--- src/design/scp_pkg.sv ---
package scp_pkg;

	// defaults for the top-level parameters
	localparam int AFB_DEF  = 16;
	localparam int RFB_DEF  = 14;

	// internal fixed point: 28 fraction bits
	localparam int WFB      = 28;
	localparam int ANGLE_W  = 24;
	localparam int VALUE_W  = 16;

	// biased angle word; holds the scaled angle at the coarsest angle format
	localparam int XW        = 47;
	localparam int RED_STEPS = 16;	// restoring reduction steps, 2pi<<15 .. 2pi<<0
	localparam int RW        = 31;	// reduced angle, below 2pi
	localparam int YW        = 29;	// folded angle, at most pi/2
	localparam int SW        = 30;	// y*y
	localparam int T5W       = 22;
	localparam int T3W       = 26;
	localparam int T1W       = 29;
	localparam int OW        = 32;	// rounding / saturation word

	localparam logic [XW-1:0] HALF_PI_X  = XW'(64'd421657428);
	localparam logic [XW-1:0] TWO_PI_X   = XW'(64'd1686629712);
	// 2pi<<15 exceeds any negative scaled angle, so the sum stays positive
	localparam logic [XW-1:0] MOD_BIAS   = TWO_PI_X << (RED_STEPS - 1);

	localparam logic [RW-1:0] Q_HALF_PI  = RW'(64'd421657428);
	localparam logic [RW-1:0] Q_PI       = RW'(64'd843314856);
	localparam logic [RW-1:0] Q_3HALF_PI = RW'(64'd1264972284);
	localparam logic [RW-1:0] Q_TWO_PI   = RW'(64'd1686629712);

	localparam logic [T5W-1:0] Q_C5  = T5W'(32'd2236962);
	localparam logic [15:0]    Q_C7  = 16'd53261;
	localparam logic [T3W-1:0] Q_C3  = T3W'(32'd44739243);
	localparam logic [T1W-1:0] Q_ONE = T1W'(32'd268435456);

	localparam int FIFO_DEPTH = 4;
	localparam int FIFO_PW    = 2;

	typedef struct packed {
		logic          neg;
		logic [YW-1:0] y;
	} scp_fold_t;

	typedef struct packed {
		logic full;
		logic empty;
	} scp_fifo_stat_t;

endpackage

--- src/design/scp_front.sv ---
module scp_front #(
	parameter int ANGLE_FRAC_BITS = scp_pkg::AFB_DEF
) (
	input  logic                        clk,
	input  logic                        arst_n,
	input  logic                        in_valid,
	output logic                        in_ready,
	input  logic                        in_op,
	input  logic [scp_pkg::ANGLE_W-1:0] in_angle,
	output logic                        out_valid,
	input  logic                        out_ready,
	output scp_pkg::scp_fold_t          out_word
);
	import scp_pkg::*;

	localparam int SH = WFB - ANGLE_FRAC_BITS;

	logic          en;
	logic [XW-1:0] ang_ext;
	logic [XW-1:0] biased;
	logic [XW-1:0] red_s [0:RED_STEPS];
	logic          vld_s [0:RED_STEPS];
	logic [RW-1:0] r;
	scp_fold_t     fold_d;
	scp_fold_t     fold_s;
	logic          fold_vld_s;

	assign en        = !fold_vld_s || out_ready;
	assign in_ready  = en;
	assign out_valid = fold_vld_s;
	assign out_word  = fold_s;

	assign ang_ext = {{(XW - ANGLE_W){in_angle[ANGLE_W-1]}}, in_angle};
	assign biased  = (ang_ext << SH) + (in_op ? HALF_PI_X : '0) + MOD_BIAS;

	always_ff @(posedge clk or negedge arst_n) begin
		if (!arst_n) begin
			vld_s[0] <= 1'b0;
		end else if (en) begin
			vld_s[0] <= in_valid;
		end
	end

	always_ff @(posedge clk) begin
		if (en) begin
			red_s[0] <= biased;
		end
	end

	// one conditional subtract of 2pi<<k per stage
	for (genvar i = 0; i < RED_STEPS; i++) begin : g_red
		localparam logic [XW-1:0] STEP = TWO_PI_X << (RED_STEPS - 1 - i);
		always_ff @(posedge clk or negedge arst_n) begin
			if (!arst_n) begin
				vld_s[i+1] <= 1'b0;
			end else if (en) begin
				vld_s[i+1] <= vld_s[i];
			end
		end
		always_ff @(posedge clk) begin
			if (en) begin
				red_s[i+1] <= (red_s[i] >= STEP) ? red_s[i] - STEP : red_s[i];
			end
		end
	end

	assign r = red_s[RED_STEPS][RW-1:0];

	always_comb begin
		if (r <= Q_HALF_PI) begin
			fold_d.y   = YW'(r);
			fold_d.neg = 1'b0;
		end else if (r <= Q_PI) begin
			fold_d.y   = YW'(Q_PI - r);
			fold_d.neg = 1'b0;
		end else if (r <= Q_3HALF_PI) begin
			fold_d.y   = YW'(r - Q_PI);
			fold_d.neg = 1'b1;
		end else begin
			fold_d.y   = YW'(Q_TWO_PI - r);
			fold_d.neg = 1'b1;
		end
	end

	always_ff @(posedge clk or negedge arst_n) begin
		if (!arst_n) begin
			fold_vld_s <= 1'b0;
		end else if (en) begin
			fold_vld_s <= vld_s[RED_STEPS];
		end
	end

	always_ff @(posedge clk) begin
		if (en) begin
			fold_s <= fold_d;
		end
	end

endmodule

--- config.mk ---
export PLATFORM = sky130hd
export DESIGN_NAME = scp_front
export DESIGN_NICKNAME = d
export VERILOG_FILES = /design/src/design/scp_pkg.sv /design/src/design/scp_front.sv
export SDC_FILE = /design/constraint.sdc
export NUM_CORES = 1
export LEC_CHECK = 0
export BUFFER_PORTS_ARGS = -buffer_cell sky130_fd_sc_hd__buf_2
export CORE_UTILIZATION = 30
export CTS_CLUSTER_SIZE = 40
export DETAILED_ROUTE_END_ITERATION = 8
export GPL_TIMING_DRIVEN = 0
export PLACE_DENSITY = 0.46
export SYNTH_ARGS = -nofsm -noshare
export SYNTH_HDL_FRONTEND = slang
export SYNTH_SLANG_ARGS = --single-unit
--- constraint.sdc ---
create_clock -name clk -period 31 [get_ports clk]
set_input_delay 4.65 -clock clk [delete_from_list [all_inputs] [get_ports clk]]
set_output_delay 4.65 -clock clk [all_outputs]
set_load 0.01 [all_outputs]
; ---- Word-level counts from Yosys, hierarchy flattened
; Memories as Yosys holds them, arrays and structs flattened.
; Cells that the tools add are included.
[word_totals]
register_bits = 48
latchBits = 0
mem_bits_rw = 799
mem_bits_ro = 0
output_inout_bits = 32
wordCells = 86
memories = 1
[mem_list]
columns = name, depth, word_bits, rd, rd_clocked_by_memory_dff, write_ports, line_no
row1 = red_s, 17, 47, 17, 0, 17, scp_front.sv:21  ; logic [XW-1:0] red_s [0:RED_STEPS];
[op_classes]
add_sub_neg = 21
multipliers = 0
div_mod_pow = 0
order_cmp = 19
n_eq_ne = 0
n_shift = 0
n_mux = 22
n_bitwise = 0
n_reduce_logical = 3
[op_table]
columns = cell, count
row1 = $mux 47, 16
row2 = $mux 29, 4
row3 = $add 47x46->47 const B, 1
row4 = $ge 47x31->1 const B, 1
row5 = $ge 47x32->1 const B, 1
row6 = $ge 47x33->1 const B, 1
row7 = $ge 47x34->1 const B, 1
row8 = $ge 47x35->1 const B, 1
row9 = $ge 47x36->1 const B, 1
row10 = $ge 47x37->1 const B, 1
row11 = $ge 47x38->1 const B, 1
row12 = $ge 47x39->1 const B, 1
row13 = $ge 47x40->1 const B, 1
row14 = $ge 47x41->1 const B, 1
row15 = $ge 47x42->1 const B, 1
row16 = $ge 47x43->1 const B, 1
row17 = $ge 47x44->1 const B, 1
row18 = $ge 47x45->1 const B, 1
row19 = $ge 47x46->1 const B, 1
row20 = $sub 47x31->47 const B, 1
row21 = $sub 47x32->47 const B, 1
row22 = $sub 47x33->47 const B, 1
row23 = $sub 47x34->47 const B, 1
row24 = $sub 47x35->47 const B, 1
row25 = 22 further kinds, 23

; ---- Longest topological paths before layout
; An unclocked memory read counts as a cell.
[logic_depth]
depth_word = 5
mapped_depth = 17
ltp_nobuf = 17

; ---- Worst setup path before layout
; No wires, ideal clock.
[synth_timing]
path_kind = in2out
startpoint = in out_ready
endpoint = out in_ready
arrival_time_ns = 17.732
t_required_ns = 26.350
path_slack_ns = 8.618
cell_stages = 4
path_cell_list = nor2b_1 > clkbuf_1 > buf_1 > inv_1
[synth_via]
elab_chain_len = 1
[synth_lines]
columns = item, line_no
row1 = from (decl), scp_front.sv:11  ; input logic out_ready,
row2 = $logic_or 1x1->1, scp_front.sv:28  ; assign en = !fold_vld_s || out_ready;
row3 = to (decl), scp_front.sv:7  ; output logic in_ready,
; Every way passes these cells.

; ---- Final worst setup path
; Same ends and word-level chain as after synthesis.

==> impl_metrics.py <==
metrics = {
    "global_route": {
        "antenna_found_initial": 0,
        "grt_pass1_wl_um": 120900,
        "grt_max_degree": 129,
        "track_usage": 0.1277,
        "overflow": 0,
        "grt_pass1_vias": 22460,
    },
    "timing": {
        "tns_ns": 0,
        "finalHoldViolCount": 0,
        "rsz0062_at_grt": "false",
        "setup_slack_ns": 19.85,
        "finalMaxSlewViolations": 0,
        "tightest_slew_ns": 1.424,
        "setup_viol": 0,
        "skew_ns": 0.01989,
        "slew_headroom": 0.04394,
        "finalCritPeriodShare": 0.3597,
        "fin_crit_ns": 11.15,
        "fmax_ghz": 0.08967,
    },
    "critical_path": {
        "cp-end-kind": "output pin",
        "crit_chain": "buf_2, nor2b_1, clkbuf_1, buf_1, inv_8, buf_2",
        "path_common_cell": "buf_2",
        "path_class": "in2out",
        "cpPeakStageDelay_ns": 0.58,
        "start_kind": "input port",
        "cp_max_fo": 87,
        "worstPathRequired_ns": 26.35,
        "worst_path_max_delay_cell": "buf_1",
        "worstPathArrival_ns": 6.50,
        "critPathBufInv": 5,
        "reg2reg_slack_ns": 26.83,
        "crit_family": "buffers and inverters",
    },
    "clocking": {
        "cts_tree": "built",
        "insertion_delay_ns": 0.64,
        "cts_root_buf": "clkbuf_16",
        "cts_buffer_depth": 3,
        "h-tree-depth": 3,
        "postCtsHoldBufs": 0,
        "clock_sinks": 670,
        "cts_resized": 0,
        "cts.clk_slew.worst_paths_ns": 0.05,
        "cts_buffers": 82,
        "post_cts_buffers": 0,
    },
    "die": {
        "num_rows": 125,
        "pin_count": 61,
        "initial_utilization": 0.3025,
        "dieArea_mm2": 0.1186,
        "core_area_mm2": 0.1162,
        "die_y_um": 344.3,
        "die_w_um": 344.3,
    },
    "pwr": {
        "power.density_cell_area_mw_per_mm2": 118.3,
        "peakVddDrop_mv": 0.05003,
        "power_frac_comb": 0.335,
        "swShare": 0.3630,
        "clock_power_share": 0.206,
        "seqPwrFrac": 0.459,
        "p_sw_mw": 1.729,
        "internal-power_mw": 3.035,
        "p_leak_nw": 14.53,
    },
    "route": {
        "dr.first_iter.drc_count": 1323,
        "vias": 22930,
        "firstDrtPassIters": 5,
        "vias_per_cell": 4.762,
        "remaining_drc_errors": 0,
        "drt-total-wl_um": 76560,
        "routedWlPerCell_um": 15.90,
        "antenna_left": 0,
    },
    "synth": {
        "ys_top_cells_by_area": "edfxtp_1, xnor2_1, xor2_1",
        "yosysTopAreaCell": "edfxtp_1",
        "synthCells": 3084,
        "syn_avg_cell_area_um2": 11.40,
        "ys_warn_count": 0,
        "synth_area_mm2": 0.03516,
        "synth_top_area_frac": 0.5569,
        "async_flop_share": 0.02687,
        "synth.distinct_cells": 94,
        "synth_edf_count": 652,
        "ys_seq_area_frac": 0.5697,
        "synth_top_flop_cell": "edfxtp_1",
        "synth-seq-cells": 670,
    },
    "worst_hold_path": {
        "hp-class": "reg2reg",
    },
    "placed_design": {
        "dp_worst_setup_slack_ns": 19.82,
        "post-dp-hpwl_um": 56940,
        "io_buffers": 51,
        "gp_congestion": 0.8099,
    },
    "layout": {
        "drive_above_1_share": 0.08387,
        "fin_util": 0.3465,
        "antenna_cells": 0,
        "syn_to_final_growth_pct": 14.52,
        "final_common_cell": "edfxtp_1",
        "final_nets": 3291,
        "most-common-layout-cells": "edfxtp_1, nand2_1, xnor2_1, nor2_1, xor2_1",
    },
    "run_status": {
        "status": "finished, final reports clean",
    },
    "run": {
        "maxCapViolCount": 0,
    },
}
==> layer usage <==
layer | GRT usage | routed length, um
met1 | 0.1548 | 32790
met2 | 0.2286 | 38820
met3 | 0.02122 | 2942
met4 | 0.04194 | 2003
met5 | 0 | 0
==> worst register-to-register path, delay by kind of cell, from the launching register on <==
kind | cells | cell delay, ns
flip-flops | 1 | 0.52
AO/OA/AOI/OAI | 7 | 1.73
adder cells (fa/ha/maj) | 1 | 0.16
buffers and inverters | 2 | 0.65
AND/OR/NAND/NOR | 3 | 0.89
==> Yosys cell counts, types with 13 or more instances <==
cell type  instances
nor2b_1           18
or4_1             16
nand3b_1          26
a211oi_1          25
nand2b_1          30
and3_1            20
nor3_1           122
o31ai_1           29
xnor2_1          281
o21a_1            30
a31oi_1           21
nor3b_1           16
mux2_2            19
a21oi_1          130
xor2_1           262
or2_2             22
a21boi_0          19
and2_1            21
nand4_1           36
clkbuf_1          46
ha_1              36
nor2_1           274
nand2_1          288
o21ai_0          116
nor4_1            74
o21bai_1          13
a211o_1           13
edfxtp_1         652
dfrtp_1           18
buf_2             17
inv_1             92
a21o_1            28
nand3_1           84
or3_1             35
==> power by group through the flow <==
stage	Clock (mW)	Combinational [mW]	Sequential [mW]
finish	0.981	1.59	2.19
floorplan	0	1.23	2.18
global placement	0	1.60	2.38
detailed placement	0	1.62	2.20
global route	1.04	1.80	2.26
CTS	1.01	1.63	2.19
==> flip-flops by register name, indices dropped and copies added (netlist names) <==
| signal | cells |
|---|---|
| out_valid | 1 |
| out_word | 28 |
| red_s | 624 |
| vld_s | 17 |
==> path summary, 6_finish.rpt <==
path | startpoint | to | depth (start not counted)
hold / removal | red_s[0][432] | red_s[0][479] | 0
hold reg to reg | red_s[0][432] | red_s[0][479] | 0
min in group asynchronous | arst_n | vld_s[9] | 1
setup reg to reg | red_s[0][479] | red_s[0][552] | 13
setup / recovery | out_ready | in_ready | 6
max in group asynchronous | arst_n | vld_s[7] | 1
==> through the flow <==
step	area, um2	total power [mW]	instances	hold slack, ns
after global routing	40260	5.103	4815	0.4203
after global placement	37320	3.982	4660	0.4040
final	40260	4.764	4815	0.4179
after detailed placement	37470	3.821	4665	0.4045
after CTS	40260	4.831	4815	0.4194
after floorplan	35160	3.409	3085	0.4003
==> area by class of cell <==
type / count / area [um2]
flip-flops and latches: 670 / 20030
clock buffers: 98 / 2155
plain buffers: 74 / 319.1
well taps: 1524 / 1907
clock inverters: 52 / 634.4
multi-input cells: 2247 / 14470
fillers: 11560 / 75940
repair buffers: 56 / 392.9
inverters: 94 / 360.3
==> cell families after synthesis <==
kind of cell             count (synthesis)  share of synthesized area
AND/OR/NAND/NOR                       1126                     0.1595
flip-flops                             670                     0.5697
XOR/XNOR                               543                     0.1353
AO/OA/AOI/OAI                          512                    0.09435
buffers and inverters                  168                    0.01911
adder cells (fa/ha/maj)                 38                    0.01370
multiplexers                            26                   0.008221
other                                    1                  0.0001067
Note: power is estimated with default switching activity, not from simulation.
