<file path="config.mk">
export PLATFORM = sky130hd
export DESIGN_NAME = scp_fifo
export DESIGN_NICKNAME = d
export VERILOG_FILES = /design/src/design/scp_pkg.sv /design/src/design/scp_fifo.sv
export SDC_FILE = /design/constraint.sdc
export NUM_CORES = 1
export LEC_CHECK = 0
export BUFFER_PORTS_ARGS = -buffer_cell sky130_fd_sc_hd__buf_2
export CORE_AREA = 4 4 68 133
export DETAILED_ROUTE_END_ITERATION = 8
export DIE_AREA = 0 0 72 137
export PLACE_DENSITY = 0.91
export SYNTH_ARGS = -nofsm -noshare
export SYNTH_HDL_FRONTEND = slang
export SYNTH_SLANG_ARGS = --single-unit
</file>
<file path="constraint.sdc">
create_clock -name clk -period 4.5 [get_ports clk]
set_input_delay 0.9 -clock clk [delete_from_list [all_inputs] [get_ports clk]]
set_output_delay 0.9 -clock clk [all_outputs]
set_load 0.01 [all_outputs]
</file>
<file path="src/design/scp_pkg.sv">
package scp_pkg;

	// defaults for the top-level parameters
	localparam int AFB_DEF  = 16;
	localparam int RFB_DEF  = 14;

	// internal fixed point: 28 fraction bits
	localparam int WFB      = 28;
	localparam int ANGLE_W  = 24;
	localparam int VALUE_W  = 16;

	// biased angle word; holds the scaled angle at the coarsest angle format
	localparam int XW        = 47;
	localparam int RED_STEPS = 16;	// restoring reduction steps, 2pi<<15 .. 2pi<<0
	localparam int RW        = 31;	// reduced angle, below 2pi
	localparam int YW        = 29;	// folded angle, at most pi/2
	localparam int SW        = 30;	// y*y
	localparam int T5W       = 22;
	localparam int T3W       = 26;
	localparam int T1W       = 29;
	localparam int OW        = 32;	// rounding / saturation word

	localparam logic [XW-1:0] HALF_PI_X  = XW'(64'd421657428);
	localparam logic [XW-1:0] TWO_PI_X   = XW'(64'd1686629712);
	// 2pi<<15 exceeds any negative scaled angle, so the sum stays positive
	localparam logic [XW-1:0] MOD_BIAS   = TWO_PI_X << (RED_STEPS - 1);

	localparam logic [RW-1:0] Q_HALF_PI  = RW'(64'd421657428);
	localparam logic [RW-1:0] Q_PI       = RW'(64'd843314856);
	localparam logic [RW-1:0] Q_3HALF_PI = RW'(64'd1264972284);
	localparam logic [RW-1:0] Q_TWO_PI   = RW'(64'd1686629712);

	localparam logic [T5W-1:0] Q_C5  = T5W'(32'd2236962);
	localparam logic [15:0]    Q_C7  = 16'd53261;
	localparam logic [T3W-1:0] Q_C3  = T3W'(32'd44739243);
	localparam logic [T1W-1:0] Q_ONE = T1W'(32'd268435456);

	localparam int FIFO_DEPTH = 4;
	localparam int FIFO_PW    = 2;

	typedef struct packed {
		logic          neg;
		logic [YW-1:0] y;
	} scp_fold_t;

	typedef struct packed {
		logic full;
		logic empty;
	} scp_fifo_stat_t;

endpackage

</file>
<file path="src/design/scp_fifo.sv">
module scp_fifo (
	input  logic                   clk,
	input  logic                   arst_n,
	input  logic                   push,
	input  scp_pkg::scp_fold_t     push_word,
	input  logic                   pop,
	output scp_pkg::scp_fold_t     pop_word,
	output scp_pkg::scp_fifo_stat_t stat
);
	import scp_pkg::*;

	scp_fold_t          mem_q [0:FIFO_DEPTH-1];
	logic [FIFO_PW-1:0] wr_q;
	logic [FIFO_PW-1:0] rd_q;
	logic [FIFO_PW:0]   cnt_q;

	assign stat.full  = (cnt_q == (FIFO_PW+1)'(FIFO_DEPTH));
	assign stat.empty = (cnt_q == '0);
	assign pop_word   = mem_q[rd_q];

	always_ff @(posedge clk or negedge arst_n) begin
		if (!arst_n) begin
			wr_q  <= '0;
			rd_q  <= '0;
			cnt_q <= '0;
		end else begin
			if (push) wr_q <= wr_q + 1'b1;
			if (pop)  rd_q <= rd_q + 1'b1;
			cnt_q <= cnt_q + (FIFO_PW+1)'(push) - (FIFO_PW+1)'(pop);
		end
	end

	always_ff @(posedge clk) begin
		if (push) begin
			mem_q[wr_q] <= push_word;
		end
	end

endmodule

</file>
After elaboration in Yosys (flattened, before gate mapping)
Memories as Yosys holds them, arrays and structs flattened. Index checks and enable logic that the tools add are counted.

Register bits after elaboration: 7. Memory bits (writable): 120. Input port bits: 34. Output and inout bits: 32. Logic and storage cells: 12. Memories kept: 1.

Memory list: mem_q (words 4, width 30, read ports 1, clocked after memory_dff 0, wr ports 1, RTL line scp_fifo.sv:12) `scp_fold_t mem_q [0:FIFO_DEPTH-1];`.

Add/subtract/negate cells: 4. Eq/ne operators: 1. Mux-type cells: 2. Reduce and logical (&&, ||, !) cells: 1.

Operator list (count): $add 2x1->2 const B (2); $add 3x1->3 (1); $eq 3x3->1 const B (1); $logic_not 3->1 (1); $sub 3x1->3 (1); $mux 1 (2).

Logic depth before layout (Yosys ltp)
Gate-level depths: netlist of run 1.

Depth in word-level cells: 2. Gate-level depth with buffers: 7.

Least setup slack after synthesis of run 1
Ideal clock, no wire load.

Path kind: input to register. Start point: input pop. End point: register cnt_q[2]. Arrival time: 1.983 ns. Data required time: 4.377 ns. Path slack: 2.394 ns. Stages on the path: 6. Buffers on the path: 0. Cells stage by stage: ha_1 > inv_1 > ha_1 > fa_1 > xnor2_1 > xnor2_1.

Cells in the longest elaborated chain, start to end: 1.

RTL lines: from (decl) (RTL line scp_fifo.sv:6) `input logic pop,`; $sub 3x1->3 (RTL line scp_fifo.sv:29) `cnt_q <= cnt_q + (FIFO_PW+1)'(push) - (FIFO_PW+1)'(pop);`; to (signal assigned) (RTL line scp_fifo.sv:29); to (decl) (RTL line scp_fifo.sv:15) `logic [FIFO_PW:0] cnt_q;`.

No other way between the ends. A chain may end at the register's enable or synchronous reset.

==> flow_metrics.tcl, run 1 <==
set metrics [dict create \
    outcome "finished clean" \
    cp-start-kind "register" \
    arrival_ps 2260 \
    p_leak_uw 0.00203 \
    synth_compound_area_share_pct 0.105 \
    p_sw_uw 1080 \
    r2r_slack_ps 2540 \
    synth.distinct_cells 17 \
    dieArea_sq_um 9860 \
    yosysSeqAreaShare_pct 79.4 \
    critPathMaxFanout 32 \
    dp.cells 347 \
    final_common_cell "edfxtp_1" \
    ant_nets 0 \
    combPwrFrac_pct 23.2 \
    viasPerCell 5.70 \
    fmax_ghz 0.316 \
    start_util_pct 59.9 \
    nets 311 \
    fin_util_pct 71.7 \
    hold_viol_final 0 \
    cap_viol_max_count 0 \
    irDropWorstVdd_mv 0.476 \
    ys_warn_count 0 \
    grt_max_degree 33 \
    gr-total-overflow 0 \
    tightest_slew_ps 1010 \
    grt_use_total_pct 18.8 \
    fp-row-count 46 \
    clkLatencyLatePin_ps 410 \
    coreArea_sq_um 7940 \
    drt_iter0_drc 225 \
    nFillCells 458 \
    power_density_nw_per_um2 687 \
    diodes 0 \
    crit_type "register to output port" \
    worstPathRequired_ps 3600 \
    drc 0 \
    dpl_worst_slack_ps 1670 \
    avgSynthCellArea_sq_um 24.9 \
    finalSetupTns_ps 0 \
    synthCells 191 \
    setup.worst_path.end_class "output port" \
    worstReg2RegStart "wr_q[0]$_DFFE_PN0P_" \
    yosys.area_share.simple_pct 0.920 \
    rr_endpoint "mem_q[2][27]$_DFFE_PP_" \
    hold_class "input port to asynchronous set/reset pin" \
    hpwl_mm 5.09 \
    grt_pass1_wl_mm 12.7 \
    drive_above_1_share_pct 43.8 \
    critPathMaxStageDelay_ps 1030 \
    relSlewSlack_pct 32.5 \
    slowest_stage "dfrtp_2" \
    layout_common_cells "edfxtp_1, buf_2, mux4_2" \
    period_minus_slack_ps 3160 \
    wl_met1_mm 2.93 \
    dr_wl_met3_um 393 \
    antenna_found_initial 0 \
    ff2ff_path_depth 4 \
    gp_congestion 0.730 \
    synthAdderAreaFrac_pct 2.00 \
    p_seq_share_pct 44.4 \
    syn_nets 232 \
    synth_area_sq_um 4760 \
    synth_seq_cells 127 \
    synth_top_family_by_area "multiplexers" \
    cts_root_buf "clkbuf_16" \
    post_drt_wl_per_cell_um 21.5 \
    synthMuxAreaShare_pct 14.4 \
    design_power_total_uw 3910 \
    dr.max_layer_used "met4" \
    io_pins 66 \
    clkPwrFrac_pct 32.4 \
    vias 2161 \
    routed_wl_mm 8.15 \
    cts.clk_slew.worst_paths_ps 50 \
    fin_cells 379 \
    port_buffers 65 \
    cts_buffers 17 \
    crit_path_cell_trace "mux4_1 > buf_2" \
    switching_share_pct 27.5 \
    setup_ws_ps 1340 \
    ctsLongestPathBuffers 2 \
    cts.sink_count 127 \
    area_growth_pct 19.7 \
    rsz0062_at_grt "no" \
    synth_xor_area_share_pct 0.920 \
    period_share_pct 70.2 \
    internal-power_uw 2830 \
    die_h_um 137 \
    setup_viol 0 \
    cts_tree "yes" \
    skew_ps 4.29 \
    cts_setup_buffers 0 \
    grt_pass1_vias 2296 \
    htreeDepth 4 \
    maxSlewViolCount 0 \
    ctsHoldBuffers 0 \
    firstDrtPassIters 4 \
    cts_resized 0 \
    die_width_um 72 \
    wl_met2_mm 4.53 \
]
-- synth_stat cells (all sizes together) --
library cell	n	share of area, %
and2	4	0.53
and3	1	0.13
buf	7	1.8
dfrtp	7	3.7
edfxtp	120	76
fa	1	0.42
ha	6	1.6
inv	6	0.47
mux4	30	14
nand2	2	0.16
nor3	1	0.11
o21ai	1	0.11
xnor2	3	0.55
xor2	2	0.37
-- metrics by stage --
stage,instance area (sq um),hold WS (ps)
5_1_grt,5690,314
3_5_place_dp,5140,519
4_1_cts,5690,304
6_report,5690,316
3_3_place_gp,5140,506
2_1_floorplan,4760,491
-- how the worst max path moves through the flow --
stage,from,to,cells past startpoint
after floorplan,pop,cnt_q[2]$_DFF_PN0_,6
after global routing,rd_q[0]$_DFFE_PN0P_,pop_word[0],2
final,rd_q[0]$_DFFE_PN0P_,pop_word[0],2
after detailed placement,rd_q[0]$_DFFE_PN0P_,pop_word[29],2
after global placement,rd_q[0]$_DFFE_PN0P_,pop_word[0],2
after CTS,rd_q[0]$_DFFE_PN0P_,pop_word[0],2
-- sequential cells by signal, summed over array words and instances, names as in the netlist --
signal / cells
mem_q: 120
cnt_q: 3
wr_q: 2
rd_q: 2
-- power groups by stage --
| stage | registers (uW) | logic, uW | clock network (uW) |
|---|---|---|---|
| floorplan | 1620 | 763 | 0 |
| global placement | 1750 | 888 | 0 |
| detailed placement | 1770 | 922 | 0 |
| CTS | 1750 | 929 | 1290 |
| global route | 1770 | 972 | 1350 |
| finish | 1730 | 908 | 1270 |
-- metal layers --
metal | vias to the layer above | track usage [%]
met4 | 0 | 11.0
met5 | - | 0
met3 | 22 | 6.47
li1 | 962 | -
met2 | 67 | 30.6
met1 | 1110 | 21.1
-- critical path, delay by kind of cell (launching register included) --
kind / cells / cell delay, ps
flip-flops: 1 / 1030
buffers and inverters: 1 / 160
multiplexers: 1 / 660
-- layout make-up --
class	count	area (sq um)	share of cell area, %
tap	96	120	2.11
multi-input combinational	51	875	15.4
timing repair buffer	67	340	5.98
clock buffer	20	437	7.67
clock inverter	12	120	2.11
sequential	127	3780	66.4
inverter	6	22.5	0.396
-- cells by family after synthesis --
logic type      Yosys count
compound gates            1
xor+xnor                  5
fa+ha+maj                 7
buf+inv                  13
flops                   127
mux                      30
simple gates              8
No activity file was read; power rests on OpenSTA's default activity.
==> inputs of run 2 (changes only) <==
CORE_AREA = 4 4 71 138   (was 4 4 68 133)
DIE_AREA = 0 0 75 142   (was 0 0 72 137)
PLACE_DENSITY = 0.85   (was 0.91)
clock period = 3.2 ns   (was 4.5 ns; I/O delays follow)
==> flow_metrics.tcl, run 2 (synthesis results as in run 1) <==
set metrics [dict create \
    outcome "finished clean" \
    drt_iter0_drc 133 \
    clkPwrFrac_pct 32.5 \
    ctsLongestPathBuffers 2 \
    arrival_ps 2050 \
    layout_common_cells "edfxtp_1, buf_2, mux4_2" \
    nFillCells 547 \
    coreArea_sq_um 8710 \
    gp_congestion 0.706 \
    cts.clk_slew.worst_paths_ps 50 \
    viasPerCell 5.56 \
    maxSlewViolCount 0 \
    relSlewSlack_pct 45.0 \
    cts_setup_buffers 0 \
    final_common_cell "edfxtp_1" \
    internal-power_uw 4050 \
    cts_tree "yes" \
    switching_share_pct 26.4 \
    hpwl_mm 4.87 \
    rr_endpoint "mem_q[0][14]$_DFFE_PP_" \
    antenna_found_initial 0 \
    port_buffers 65 \
    period_share_pct 84.0 \
    die_h_um 142 \
    slowest_stage "mux4_2" \
    rsz0062_at_grt "no" \
    tightest_slew_ps 825 \
    crit_type "register to output port" \
    htreeDepth 4 \
    cts_resized 0 \
    combPwrFrac_pct 25.4 \
    grt_pass1_wl_mm 12.6 \
    cts_root_buf "clkbuf_16" \
    ff2ff_path_depth 3 \
    cts_buffers 17 \
    grt_use_total_pct 17.2 \
    largest_registers "mem_q x120, cnt_q x3" \
    p_seq_share_pct 42.1 \
    post_drt_wl_per_cell_um 20.5 \
    start_util_pct 54.6 \
    setup_viol 0 \
    firstDrtPassIters 6 \
    fp-row-count 48 \
    ant_nets 0 \
    path_buf_inv 2 \
    die_width_um 75 \
    setup.worst_path.end_class "output port" \
    gr-total-overflow 0 \
    skew_ps 10.5 \
    critPathMaxFanout 15 \
    p_sw_uw 1450 \
    cts.sink_count 127 \
    cap_viol_max_count 0 \
    vias 2111 \
    area_growth_pct 19.9 \
    drive_above_1_share_pct 44.3 \
    grt_pass1_vias 2360 \
    worstReg2RegStart "wr_q[0]$_DFFE_PN0P_" \
    routed_wl_mm 7.78 \
    largest_register_ffs 120 \
    cp.depth 3 \
    finalSetupTns_ps 0 \
    regMostFlops "mem_q" \
    power_density_nw_per_um2 965 \
    fmax_ghz 0.372 \
    hold_viol_final 0 \
    clkLatencyLatePin_ps 400 \
    grt_max_degree 31 \
    crit_path_cell_trace "buf_4 > mux4_2 > buf_2" \
    multi_input_area_sq_um 876 \
    p_leak_uw 0.00205 \
    period_minus_slack_ps 2690 \
    nets 312 \
    diodes 0 \
    design_power_total_uw 5500 \
    ctsHoldBuffers 0 \
    worstPathRequired_ps 2560 \
    r2r_slack_ps 1490 \
    cp-start-kind "register" \
    drc 0 \
    irDropWorstVdd_mv 0.673 \
    dieArea_sq_um 10700 \
    ff_latch_area_sq_um 3780 \
    hold_class "input port to asynchronous set/reset pin" \
    io_pins 66 \
    critPathMaxStageDelay_ps 570 \
    crit_family "multiplexers" \
]
run 2: final cells by class:
| class | instances | area share, % |
|---|---|---|
| clock inverter | 11 | 2.22 |
| multi-input combinational | 51 | 15.4 |
| timing repair buffer | 68 | 6.10 |
| sequential | 127 | 66.3 |
| clock buffer | 17 | 7.46 |
| tap | 100 | 2.19 |
| inverter | 6 | 0.395 |
run 2: per-stage QoR:
| step | util [%] | hold slack (ps) | area [sq um] | setup WS (ps) | cells |
|---|---|---|---|---|---|
| after floorplan | - | 344 | 4760 | 1350 | 191 |
| after global placement | 59.2 | 484 | 5150 | 914 | 352 |
| after detailed placement | 59.2 | 487 | 5150 | 888 | 352 |
| after CTS | 65.5 | 57.0 | 5700 | 454 | 380 |
| after global routing | 65.5 | 53.2 | 5700 | 382 | 380 |
| final | 65.5 | 62.9 | 5700 | 513 | 380 |
run 2: worst max path at each step:
stage	start	endpoint
after CTS	rd_q[0]$_DFFE_PN0P_	pop_word[19]
final	rd_q[0]$_DFFE_PN0P_	pop_word[19]
after floorplan	pop	cnt_q[2]$_DFF_PN0_
after detailed placement	rd_q[0]$_DFFE_PN0P_	pop_word[19]
after global routing	rd_q[0]$_DFFE_PN0P_	pop_word[19]
after global placement	rd_q[0]$_DFFE_PN0P_	pop_word[15]
run 2: layer usage:
layer	up-vias	track usage [%]	share of wire, %
met1	1102	18.7	35
met3	8	6.36	4.2
met5	-	0	0
met4	0	8.16	2.0
met2	48	28.9	58
li1	953	-	-
run 2: power groups by stage:
stage	Clock (uW)	Sequential [uW]	Combinational [uW]
floorplan	0	2280	1070
global placement	0	2330	1410
detailed placement	0	2350	1430
CTS	1820	2330	1430
global route	1910	2350	1520
finish	1790	2320	1400
